===== config.mk =====
export PLATFORM = sky130hd
export DESIGN_NAME = card_frame_parser_debouncer_top
export DESIGN_NICKNAME = d
export VERILOG_FILES = /design/src/rtl/core/cfpd_pkg.sv /design/src/rtl/core/card_frame_parser_debouncer_top.sv
export SDC_FILE = /design/constraint.sdc
export NUM_CORES = 1
export LEC_CHECK = 0
export ABC_AREA = 1
export BUFFER_PORTS_ARGS = -buffer_cell sky130_fd_sc_hd__buf_2
export CORE_MARGIN = 3
export CORE_UTILIZATION = 53
export CTS_CLUSTER_SIZE = 24
export DETAILED_ROUTE_END_ITERATION = 16
export MAX_ROUTING_LAYER = met4
export PLACE_DENSITY = 0.71
export SLEW_MARGIN = 20
export SYNTH_ARGS = -nofsm -noshare
export SYNTH_HDL_FRONTEND = slang
export SYNTH_SLANG_ARGS = --single-unit

===== constraint.sdc =====
create_clock -name aclk -period 5.5 [get_ports aclk]
set_input_delay 1.1 -clock aclk [delete_from_list [all_inputs] [get_ports aclk]]
set_output_delay 1.1 -clock aclk [all_outputs]
set_load 0.1 [all_outputs]

===== src/rtl/core/cfpd_pkg.sv =====
// Package for the card frame parser and debouncer: field widths, command
// codes, register indexes, parser phase type and the check-byte function.
// No dependencies.
package cfpd_pkg;

    localparam int unsigned BYTE_W     = 8;
    localparam int unsigned TIME_W     = 32;
    localparam int unsigned CARD_BYTES = 5;
    localparam int unsigned CARD_W     = CARD_BYTES * BYTE_W;
    localparam int unsigned CFG_IDX_W  = 3;
    localparam int unsigned CFG_DATA_W = 32;

    // input command codes
    localparam logic CMD_BYTE = 1'b0;
    localparam logic CMD_POLL = 1'b1;

    // configuration register indexes
    typedef enum logic [CFG_IDX_W-1:0] {
        CFG_FRAME_HEADER   = 3'd0,
        CFG_ROUTE_LOW      = 3'd1,
        CFG_ROUTE_HIGH     = 3'd2,
        CFG_DEBOUNCE_THR   = 3'd3,
        CFG_ABSENT_TIMEOUT = 3'd4
    } cfg_index_t;

    // register reset values
    localparam logic [BYTE_W-1:0] RST_FRAME_HEADER   = 8'd170;
    localparam logic [BYTE_W-1:0] RST_ROUTE_LOW      = 8'd48;
    localparam logic [BYTE_W-1:0] RST_ROUTE_HIGH     = 8'd51;
    localparam logic [BYTE_W-1:0] RST_DEBOUNCE_THR   = 8'd3;
    localparam logic [TIME_W-1:0] RST_ABSENT_TIMEOUT = 32'd1000;

    // frame parser phase
    typedef enum logic [2:0] {
        PH_HEADER = 3'd0,
        PH_ROUTE  = 3'd1,
        PH_CARD0  = 3'd2,
        PH_CARD1  = 3'd3,
        PH_CARD2  = 3'd4,
        PH_CARD3  = 3'd5,
        PH_CARD4  = 3'd6,
        PH_CHECK  = 3'd7
    } parse_phase_t;

    // XOR of the five card bytes
    function automatic logic [BYTE_W-1:0] card_xor(input logic [CARD_W-1:0] card);
        logic [BYTE_W-1:0] x;
        x = '0;
        for (int i = 0; i < CARD_BYTES; i++) begin
            x = x ^ card[i*BYTE_W +: BYTE_W];
        end
        return x;
    endfunction

endpackage


===== src/rtl/core/card_frame_parser_debouncer_top.sv =====
// Card frame parser and debouncer top level. Depends on cfpd_pkg.
// Path: an accepted transaction passes the input register, then the result
//   register, where a stalled result waits. Throughput: one transaction per
//   cycle unless m_ready stalls; one compare/update pass per item.
// Reset (aresetn low, synchronous): configuration returns to its defaults,
//   parser waits for a header, all card state is zero, both stages empty.
module card_frame_parser_debouncer_top (
    input  logic                               aclk,
    input  logic                               aresetn,
    // configuration write port
    input  logic                               cfg_wr_en,
    input  logic [cfpd_pkg::CFG_IDX_W-1:0]     cfg_index,
    input  logic [cfpd_pkg::CFG_DATA_W-1:0]    cfg_wdata,
    // input channel
    input  logic                               s_valid,
    output logic                               s_ready,
    input  logic                               s_command,
    input  logic [cfpd_pkg::BYTE_W-1:0]        s_rx_byte,
    input  logic [cfpd_pkg::TIME_W-1:0]        s_now_ms,
    // result channel
    output logic                               m_valid,
    input  logic                               m_ready,
    output logic                               m_frame_accepted,
    output logic                               m_new_card,
    output logic                               m_card_present,
    output logic [cfpd_pkg::BYTE_W-1:0]        m_card_route,
    output logic [cfpd_pkg::CARD_W-1:0]        m_card_code
);
    import cfpd_pkg::*;

    // ------------------------------------------------------------------
    // Configuration registers
    // ------------------------------------------------------------------
    logic [BYTE_W-1:0] frame_header_reg;
    logic [BYTE_W-1:0] route_low_reg;
    logic [BYTE_W-1:0] route_high_reg;
    logic [BYTE_W-1:0] debounce_thr_reg;
    logic [TIME_W-1:0] absent_timeout_reg;

    always_ff @(posedge aclk) begin
        if (!aresetn) begin
            frame_header_reg   <= RST_FRAME_HEADER;
            route_low_reg      <= RST_ROUTE_LOW;
            route_high_reg     <= RST_ROUTE_HIGH;
            debounce_thr_reg   <= RST_DEBOUNCE_THR;
            absent_timeout_reg <= RST_ABSENT_TIMEOUT;
        end else if (cfg_wr_en) begin
            // indexes past the last register are ignored
            unique case (cfg_index)
                CFG_FRAME_HEADER:   frame_header_reg   <= cfg_wdata[BYTE_W-1:0];
                CFG_ROUTE_LOW:      route_low_reg      <= cfg_wdata[BYTE_W-1:0];
                CFG_ROUTE_HIGH:     route_high_reg     <= cfg_wdata[BYTE_W-1:0];
                CFG_DEBOUNCE_THR:   debounce_thr_reg   <= cfg_wdata[BYTE_W-1:0];
                CFG_ABSENT_TIMEOUT: absent_timeout_reg <= cfg_wdata[TIME_W-1:0];
                default: ;
            endcase
        end
    end

    // ------------------------------------------------------------------
    // Pipeline handshake: input register -> result register
    // ------------------------------------------------------------------
    logic              in_valid_reg;
    logic              in_command_reg;
    logic [BYTE_W-1:0] in_byte_reg;
    logic [TIME_W-1:0] in_now_reg;
    logic              out_valid_reg;
    logic              advance;   // item in input register commits this cycle

    assign advance = in_valid_reg && (!out_valid_reg || m_ready);
    assign s_ready = !in_valid_reg || advance;

    always_ff @(posedge aclk) begin
        if (!aresetn) begin
            in_valid_reg <= 1'b0;
        end else if (s_ready) begin
            in_valid_reg <= s_valid;
        end
    end

    always_ff @(posedge aclk) begin
        if (s_valid && s_ready) begin
            in_command_reg <= s_command;
            in_byte_reg    <= s_rx_byte;
            in_now_reg     <= s_now_ms;
        end
    end

    logic is_byte;
    logic is_poll;
    assign is_byte = advance && (in_command_reg == CMD_BYTE);
    assign is_poll = advance && (in_command_reg == CMD_POLL);

    // ------------------------------------------------------------------
    // Frame parser state
    // ------------------------------------------------------------------
    parse_phase_t      phase_reg, phase_next;
    logic [BYTE_W-1:0] frame_route_reg, frame_route_next;
    logic [CARD_W-1:0] frame_card_reg, frame_card_next;

    // debounce state
    logic [BYTE_W-1:0] pending_route_reg, pending_route_next;
    logic [CARD_W-1:0] pending_card_reg, pending_card_next;
    logic [BYTE_W-1:0] cand_route_reg, cand_route_next;
    logic [CARD_W-1:0] cand_card_reg, cand_card_next;
    logic [BYTE_W-1:0] match_count_reg, match_count_next;
    logic [BYTE_W-1:0] rep_route_reg, rep_route_next;
    logic [CARD_W-1:0] rep_card_reg, rep_card_next;
    logic [TIME_W-1:0] last_time_reg, last_time_next;

    logic route_ok;
    logic check_ok;
    logic frame_acc;
    logic report;

    assign route_ok = (in_byte_reg >= route_low_reg) && (in_byte_reg <= route_high_reg);
    assign check_ok = (in_byte_reg == card_xor(frame_card_reg));

    // parser next phase
    always_comb begin
        phase_next = phase_reg;
        if (is_byte) begin
            unique case (phase_reg)
                PH_HEADER: begin
                    if (in_byte_reg == frame_header_reg) phase_next = PH_ROUTE;
                end
                PH_ROUTE: begin
                    // a header byte outside the route range in the route slot restarts the frame
                    if (route_ok)                             phase_next = PH_CARD0;
                    else if (in_byte_reg == frame_header_reg) phase_next = PH_ROUTE;
                    else                                      phase_next = PH_HEADER;
                end
                PH_CARD0: phase_next = PH_CARD1;
                PH_CARD1: phase_next = PH_CARD2;
                PH_CARD2: phase_next = PH_CARD3;
                PH_CARD3: phase_next = PH_CARD4;
                PH_CARD4: phase_next = PH_CHECK;
                PH_CHECK: phase_next = PH_HEADER;
                default:  phase_next = PH_HEADER;
            endcase
        end
    end

    // parser datapath and frame capture
    always_comb begin
        frame_route_next   = frame_route_reg;
        frame_card_next    = frame_card_reg;
        frame_acc          = 1'b0;
        if (is_byte) begin
            unique case (phase_reg)
                PH_HEADER: ;
                PH_ROUTE: begin
                    if (route_ok) begin
                        frame_route_next = in_byte_reg;
                        frame_card_next  = '0;
                    end
                end
                PH_CHECK: begin
                    if (check_ok) frame_acc = 1'b1;
                end
                default: begin
                    frame_card_next = {frame_card_reg[CARD_W-BYTE_W-1:0], in_byte_reg};
                end
            endcase
        end
    end

    // debounce / report / timeout
    logic              pend_match;
    logic [BYTE_W-1:0] count_upd;
    logic [TIME_W-1:0] elapsed;
    logic              timed_out;

    assign pend_match = (pending_route_reg == cand_route_reg) &&
                        (pending_card_reg == cand_card_reg);
    assign count_upd  = (match_count_reg < debounce_thr_reg) ?
                        match_count_reg + 8'd1 : match_count_reg;
    assign elapsed    = in_now_reg - last_time_reg;
    assign timed_out  = elapsed > absent_timeout_reg;

    always_comb begin
        pending_route_next = pending_route_reg;
        pending_card_next  = pending_card_reg;
        cand_route_next    = cand_route_reg;
        cand_card_next     = cand_card_reg;
        match_count_next   = match_count_reg;
        rep_route_next     = rep_route_reg;
        rep_card_next      = rep_card_reg;
        last_time_next     = last_time_reg;
        report             = 1'b0;

        if (frame_acc) begin
            // later frame overwrites the pending one; id zero leaves none pending
            pending_card_next  = frame_card_reg;
            pending_route_next = frame_route_reg - route_low_reg + 8'd1;
        end

        if (is_poll) begin
            if (pending_route_reg != '0) begin
                last_time_next = in_now_reg;
                if (pend_match) begin
                    match_count_next = count_upd;
                end else begin
                    cand_route_next  = pending_route_reg;
                    cand_card_next   = pending_card_reg;
                    match_count_next = 8'd1;
                end
                if ((match_count_next >= debounce_thr_reg) &&
                    ((rep_route_reg != cand_route_next) ||
                     (rep_card_reg != cand_card_next))) begin
                    rep_route_next = cand_route_next;
                    rep_card_next  = cand_card_next;
                    report         = 1'b1;
                end
                pending_route_next = '0;
            end else if ((cand_route_reg != '0) || (rep_route_reg != '0)) begin
                if (timed_out) begin
                    rep_route_next   = '0;
                    rep_card_next    = '0;
                    cand_route_next  = '0;
                    cand_card_next   = '0;
                    match_count_next = '0;
                end
            end
        end
    end

    always_ff @(posedge aclk) begin
        if (!aresetn) begin
            phase_reg         <= PH_HEADER;
            frame_route_reg   <= '0;
            frame_card_reg    <= '0;
            pending_route_reg <= '0;
            pending_card_reg  <= '0;
            cand_route_reg    <= '0;
            cand_card_reg     <= '0;
            match_count_reg   <= '0;
            rep_route_reg     <= '0;
            rep_card_reg      <= '0;
            last_time_reg     <= '0;
        end else begin
            phase_reg         <= phase_next;
            frame_route_reg   <= frame_route_next;
            frame_card_reg    <= frame_card_next;
            pending_route_reg <= pending_route_next;
            pending_card_reg  <= pending_card_next;
            cand_route_reg    <= cand_route_next;
            cand_card_reg     <= cand_card_next;
            match_count_reg   <= match_count_next;
            rep_route_reg     <= rep_route_next;
            rep_card_reg      <= rep_card_next;
            last_time_reg     <= last_time_next;
        end
    end

    // ------------------------------------------------------------------
    // Result register
    // ------------------------------------------------------------------
    logic              out_acc_reg;
    logic              out_new_reg;
    logic [BYTE_W-1:0] out_route_reg;
    logic [CARD_W-1:0] out_card_reg;

    always_ff @(posedge aclk) begin
        if (!aresetn) begin
            out_valid_reg <= 1'b0;
        end else if (advance) begin
            out_valid_reg <= 1'b1;
        end else if (m_ready) begin
            out_valid_reg <= 1'b0;
        end
    end

    always_ff @(posedge aclk) begin
        if (advance) begin
            out_acc_reg   <= frame_acc;
            out_new_reg   <= report;
            out_route_reg <= rep_route_next;
            out_card_reg  <= rep_card_next;
        end
    end

    assign m_valid          = out_valid_reg;
    assign m_frame_accepted = out_acc_reg;
    assign m_new_card       = out_new_reg;
    assign m_card_present   = (out_route_reg != '0);
    assign m_card_route     = out_route_reg;
    assign m_card_code      = out_card_reg;

    // ------------------------------------------------------------------
    // Assertions
    // ------------------------------------------------------------------
    // an empty result stage never stalls the input side
    a_ready_when_empty: assert property (@(posedge aclk) disable iff (!aresetn)
        !out_valid_reg |-> s_ready)
        else $error("input stalled with empty result register");

    // a committed poll always consumes the pending card
    a_poll_consumes: assert property (@(posedge aclk) disable iff (!aresetn)
        is_poll |=> (pending_route_reg == '0))
        else $error("pending card survived a poll");

    // a reported card always carries a nonzero route
    a_report_present: assert property (@(posedge aclk) disable iff (!aresetn)
        (m_valid && m_new_card) |-> m_card_present)
        else $error("new card reported without a route");

    // a transaction never both accepts a frame and reports a new card
    a_excl_flags: assert property (@(posedge aclk) disable iff (!aresetn)
        (m_valid && m_new_card) |-> !m_frame_accepted)
        else $error("frame accept and new card in one transaction");

endmodule


==> results.yml <==
outcome:
  status: "completed"
clock_network:
  cts_num_sinks: 392
  htreeDepth: 2
  path_clk_slew_ns: 0.06
  cts-root-buf: "clkbuf_16"
  clockBufferDepth: 3
  cts_buffers: 43
  insertion_delay_ns: 0.59
  hold_buffers: 0
  cts_tree: "built"
  cts_setup_buffers: 0
  ctsResizeCount: 0
sta:
  period_minus_slack_ns: 4.36
  worst_pin_slew_ns: 0.968
  max_freq_ghz: 0.230
  min_period_over_period_pct: 79.2
  whs_ns: 0.457
  hold_viol_final: 0
  layout_setup_ws_ns: 1.14
  rsz0062_at_grt: "no"
  clock_skew_ns: 0.0195
  drv_slew: 0
  tns_ns: 0
  finalSetupViolCount: 0
  slew_headroom_pct: 35.5
placement:
  place_congestion: 0.928
  dpl.hpwl_um: 39800
  dp_slack_ns: 1.20
  io_buffers: 133
yosys:
  synth_area_leader_cell: "dfxtp_1"
  ys_ff_latch: 392
  synth.top_cell.area_share_pct: 29.3
  ys_seq_area_share_pct: 42.7
  ys_types: 44
  syn_inst: 2784
  synthTopCellsByArea: "dfxtp_1, nand2_1, edfxtp_1"
  syn_area_per_cell_um2: 7.38
  syn_nets: 2975
  syn_area_um2: 20500
  async_flop_share_pct: 0
  synth_enable_flop_cells: 91
  yosysWarnings: 0
  ys.flop_type: "dfxtp_1"
worst_setup_path:
  worst_ep_required_time_ns: 6.00
  worst_setup_path_end_kind: "flip-flop"
  r2r_end: "cand_card_reg[16]$_SDFFE_PN0P_"
  critical_path_class: "reg2reg"
  arrival_ns: 4.86
  reg2reg_slack_ns: 1.14
  cp-startpoint: "in_now_reg[0]$_DFFE_PP_"
  r2r_start: "in_now_reg[0]$_DFFE_PP_"
  start_kind: "flip-flop"
  r2r_cells: 24
  worstPathMaxFanout: 48
layout:
  fin_util_pct: 60.7
  syn_to_final_growth_pct: 12.2
  diodes: 0
  fin_nets: 3061
  fillCellCount: 3490
  final_cell_mix: "nand2_1, inv_1, dfxtp_1"
  drive_gt1_share_pct: 8.12
  layout_commonest_cell: "nand2_1"
  ff_latch_area_um2: 8760
  multi_input_area_um2: 10000
global_routing:
  grt.total_usage_pct: 28.0
  grt_pass1_wl_um: 90900
  antenna_found_initial: 0
  overflow: 0
  grt_pass1_vias: 17400
  grt_max_degree: 86
hold_path:
  hp-class: "reg2reg"
  min_path_cells: 2
  min_from: "last_time_reg[27]$_SDFFE_PN0P_"
  hold_end: "last_time_reg[27]$_SDFFE_PN0P_"
pwr:
  power_leakage_nw: 10.3
  ir_worst_vdd_mv: 0.231
  p_total_mw: 6.59
  powerDensity_nw_per_um2: 286
floorplan:
  die_w_um: 203
  core_um2: 37900
  io_pins: 134
  die_y_um: 203
  std_cell_rows: 71
  dieArea_um2: 41100
  start_util_pct: 54.1
run:
  cap_violations: 0
detailed_routing:
  drt-wirelength-per-cell_um: 16.4
  ant_nets: 0
  drt_wl_total_um: 55900
  vias_per_cell: 5.32
  remaining_drc_errors: 0
  vias: 18200
  firstDrtPassIters: 5
  drt-initial-drc-count: 1467
==> area by class of cell <==
cell class / count / area share (%)
clock buffer: 57 / 5.04
clock inverter: 23 / 1.34
inverter: 348 / 5.68
multi-input combinational: 1931 / 43.4
sequential: 392 / 38.0
tap: 511 / 2.78
timing repair buffer: 154 / 3.69
==> power by group <==
| group | total (mW) | switching [mW] | leakage (nW) | internal (mW) |
|---|---|---|---|---|
| clock network | 2.99 | 1.21 | 0.711 | 1.78 |
| logic | 0.578 | 0.411 | 6.24 | 0.167 |
| registers | 3.02 | 0.0258 | 3.31 | 3.00 |
| total | 6.59 | 1.65 | 10.3 | 4.94 |
==> worst max-delay path, cell delays in order (launching register included) <==
cell	delay, ns
edfxtp_1	0.35
inv_1	0.08
ha_1	0.14
inv_1	0.06
fa_1	0.40
nand3_1	0.08
nand2_1	0.10
nand2_1	0.08
nand2_1	0.12
a21boi_0	0.36
o21ai_0	0.20
a21oi_1	0.20
xnor2_1	0.09
ha_1	0.28
nand2_1	0.05
nor2_1	0.12
nand4_1	0.09
nor2_1	0.27
a21oi_1	0.11
nand2_1	0.12
nand2_1	0.07
nand2_1	0.31
buf_12	0.32
nand2_1	0.09
a21oi_1	0.16
==> how the worst max path moves through the flow <==
stage / slack (ns) / depth (start not counted) / to
2_1_floorplan: 1.69 / 11 / m_card_code[37]$_DFFE_PP_
4_1_cts: 1.17 / 24 / cand_card_reg[16]$_SDFFE_PN0P_
5_1_grt: 0.69 / 22 / cand_card_reg[16]$_SDFFE_PN0P_
6_report: 1.14 / 24 / cand_card_reg[16]$_SDFFE_PN0P_
3_3_place_gp: 1.31 / 25 / m_card_code[10]$_DFFE_PP_
3_5_place_dp: 1.20 / 24 / cand_card_reg[16]$_SDFFE_PN0P_
==> synth_stat cells (2+ instances only) <==
library cell,n
nand2_1,744
inv_1,342
dfxtp_1,301
nor2_1,257
a21oi_1,254
nand3_1,201
ha_1,108
o21ai_0,108
xnor2_1,95
edfxtp_1,91
clkbuf_1,74
nand4_1,37
xor2_1,36
buf_2,17
nor3_1,16
o211ai_1,13
buf_1,10
nor4_1,8
buf_4,7
or2_2,7
a21o_1,6
o21bai_1,6
and3_1,5
buf_6,5
a21boi_0,4
o21a_1,4
and2_1,3
clkinv_1,3
inv_2,3
fa_1,2
nand3b_1,2
o31ai_1,2
or2_1,2
==> routing by layer <==
metal	up-vias	routed length [um]	part of all wire, %	GRT usage, %
li1	9104	-	-	-
met1	8392	24700	44	36.7
met2	573	25600	46	44.1
met3	120	3650	6.5	4.51
met4	0	1950	3.5	10.3
met5	-	0	0	-
==> logic make-up (layout without fill, tap and decap cells) <==
family	after synthesis	in the layout	share of synthesized area, %
AND/OR/NAND/NOR	1286	1286	25.7
buffers and inverters	461	582	8.84
adder cells (fa/ha/maj)	110	110	6.78
flip-flops	392	392	42.7
AO/OA/AOI/OAI	404	404	10.4
XOR/XNOR	131	131	5.59
==> metrics by stage <==
step	instance area, um^2	instances
after floorplan	20500	2784
after detailed placement	21600	3336
final	23000	3416
after global placement	21600	3336
after CTS	23000	3416
after global routing	23000	3416
No activity file was read; power rests on OpenSTA's default activity.
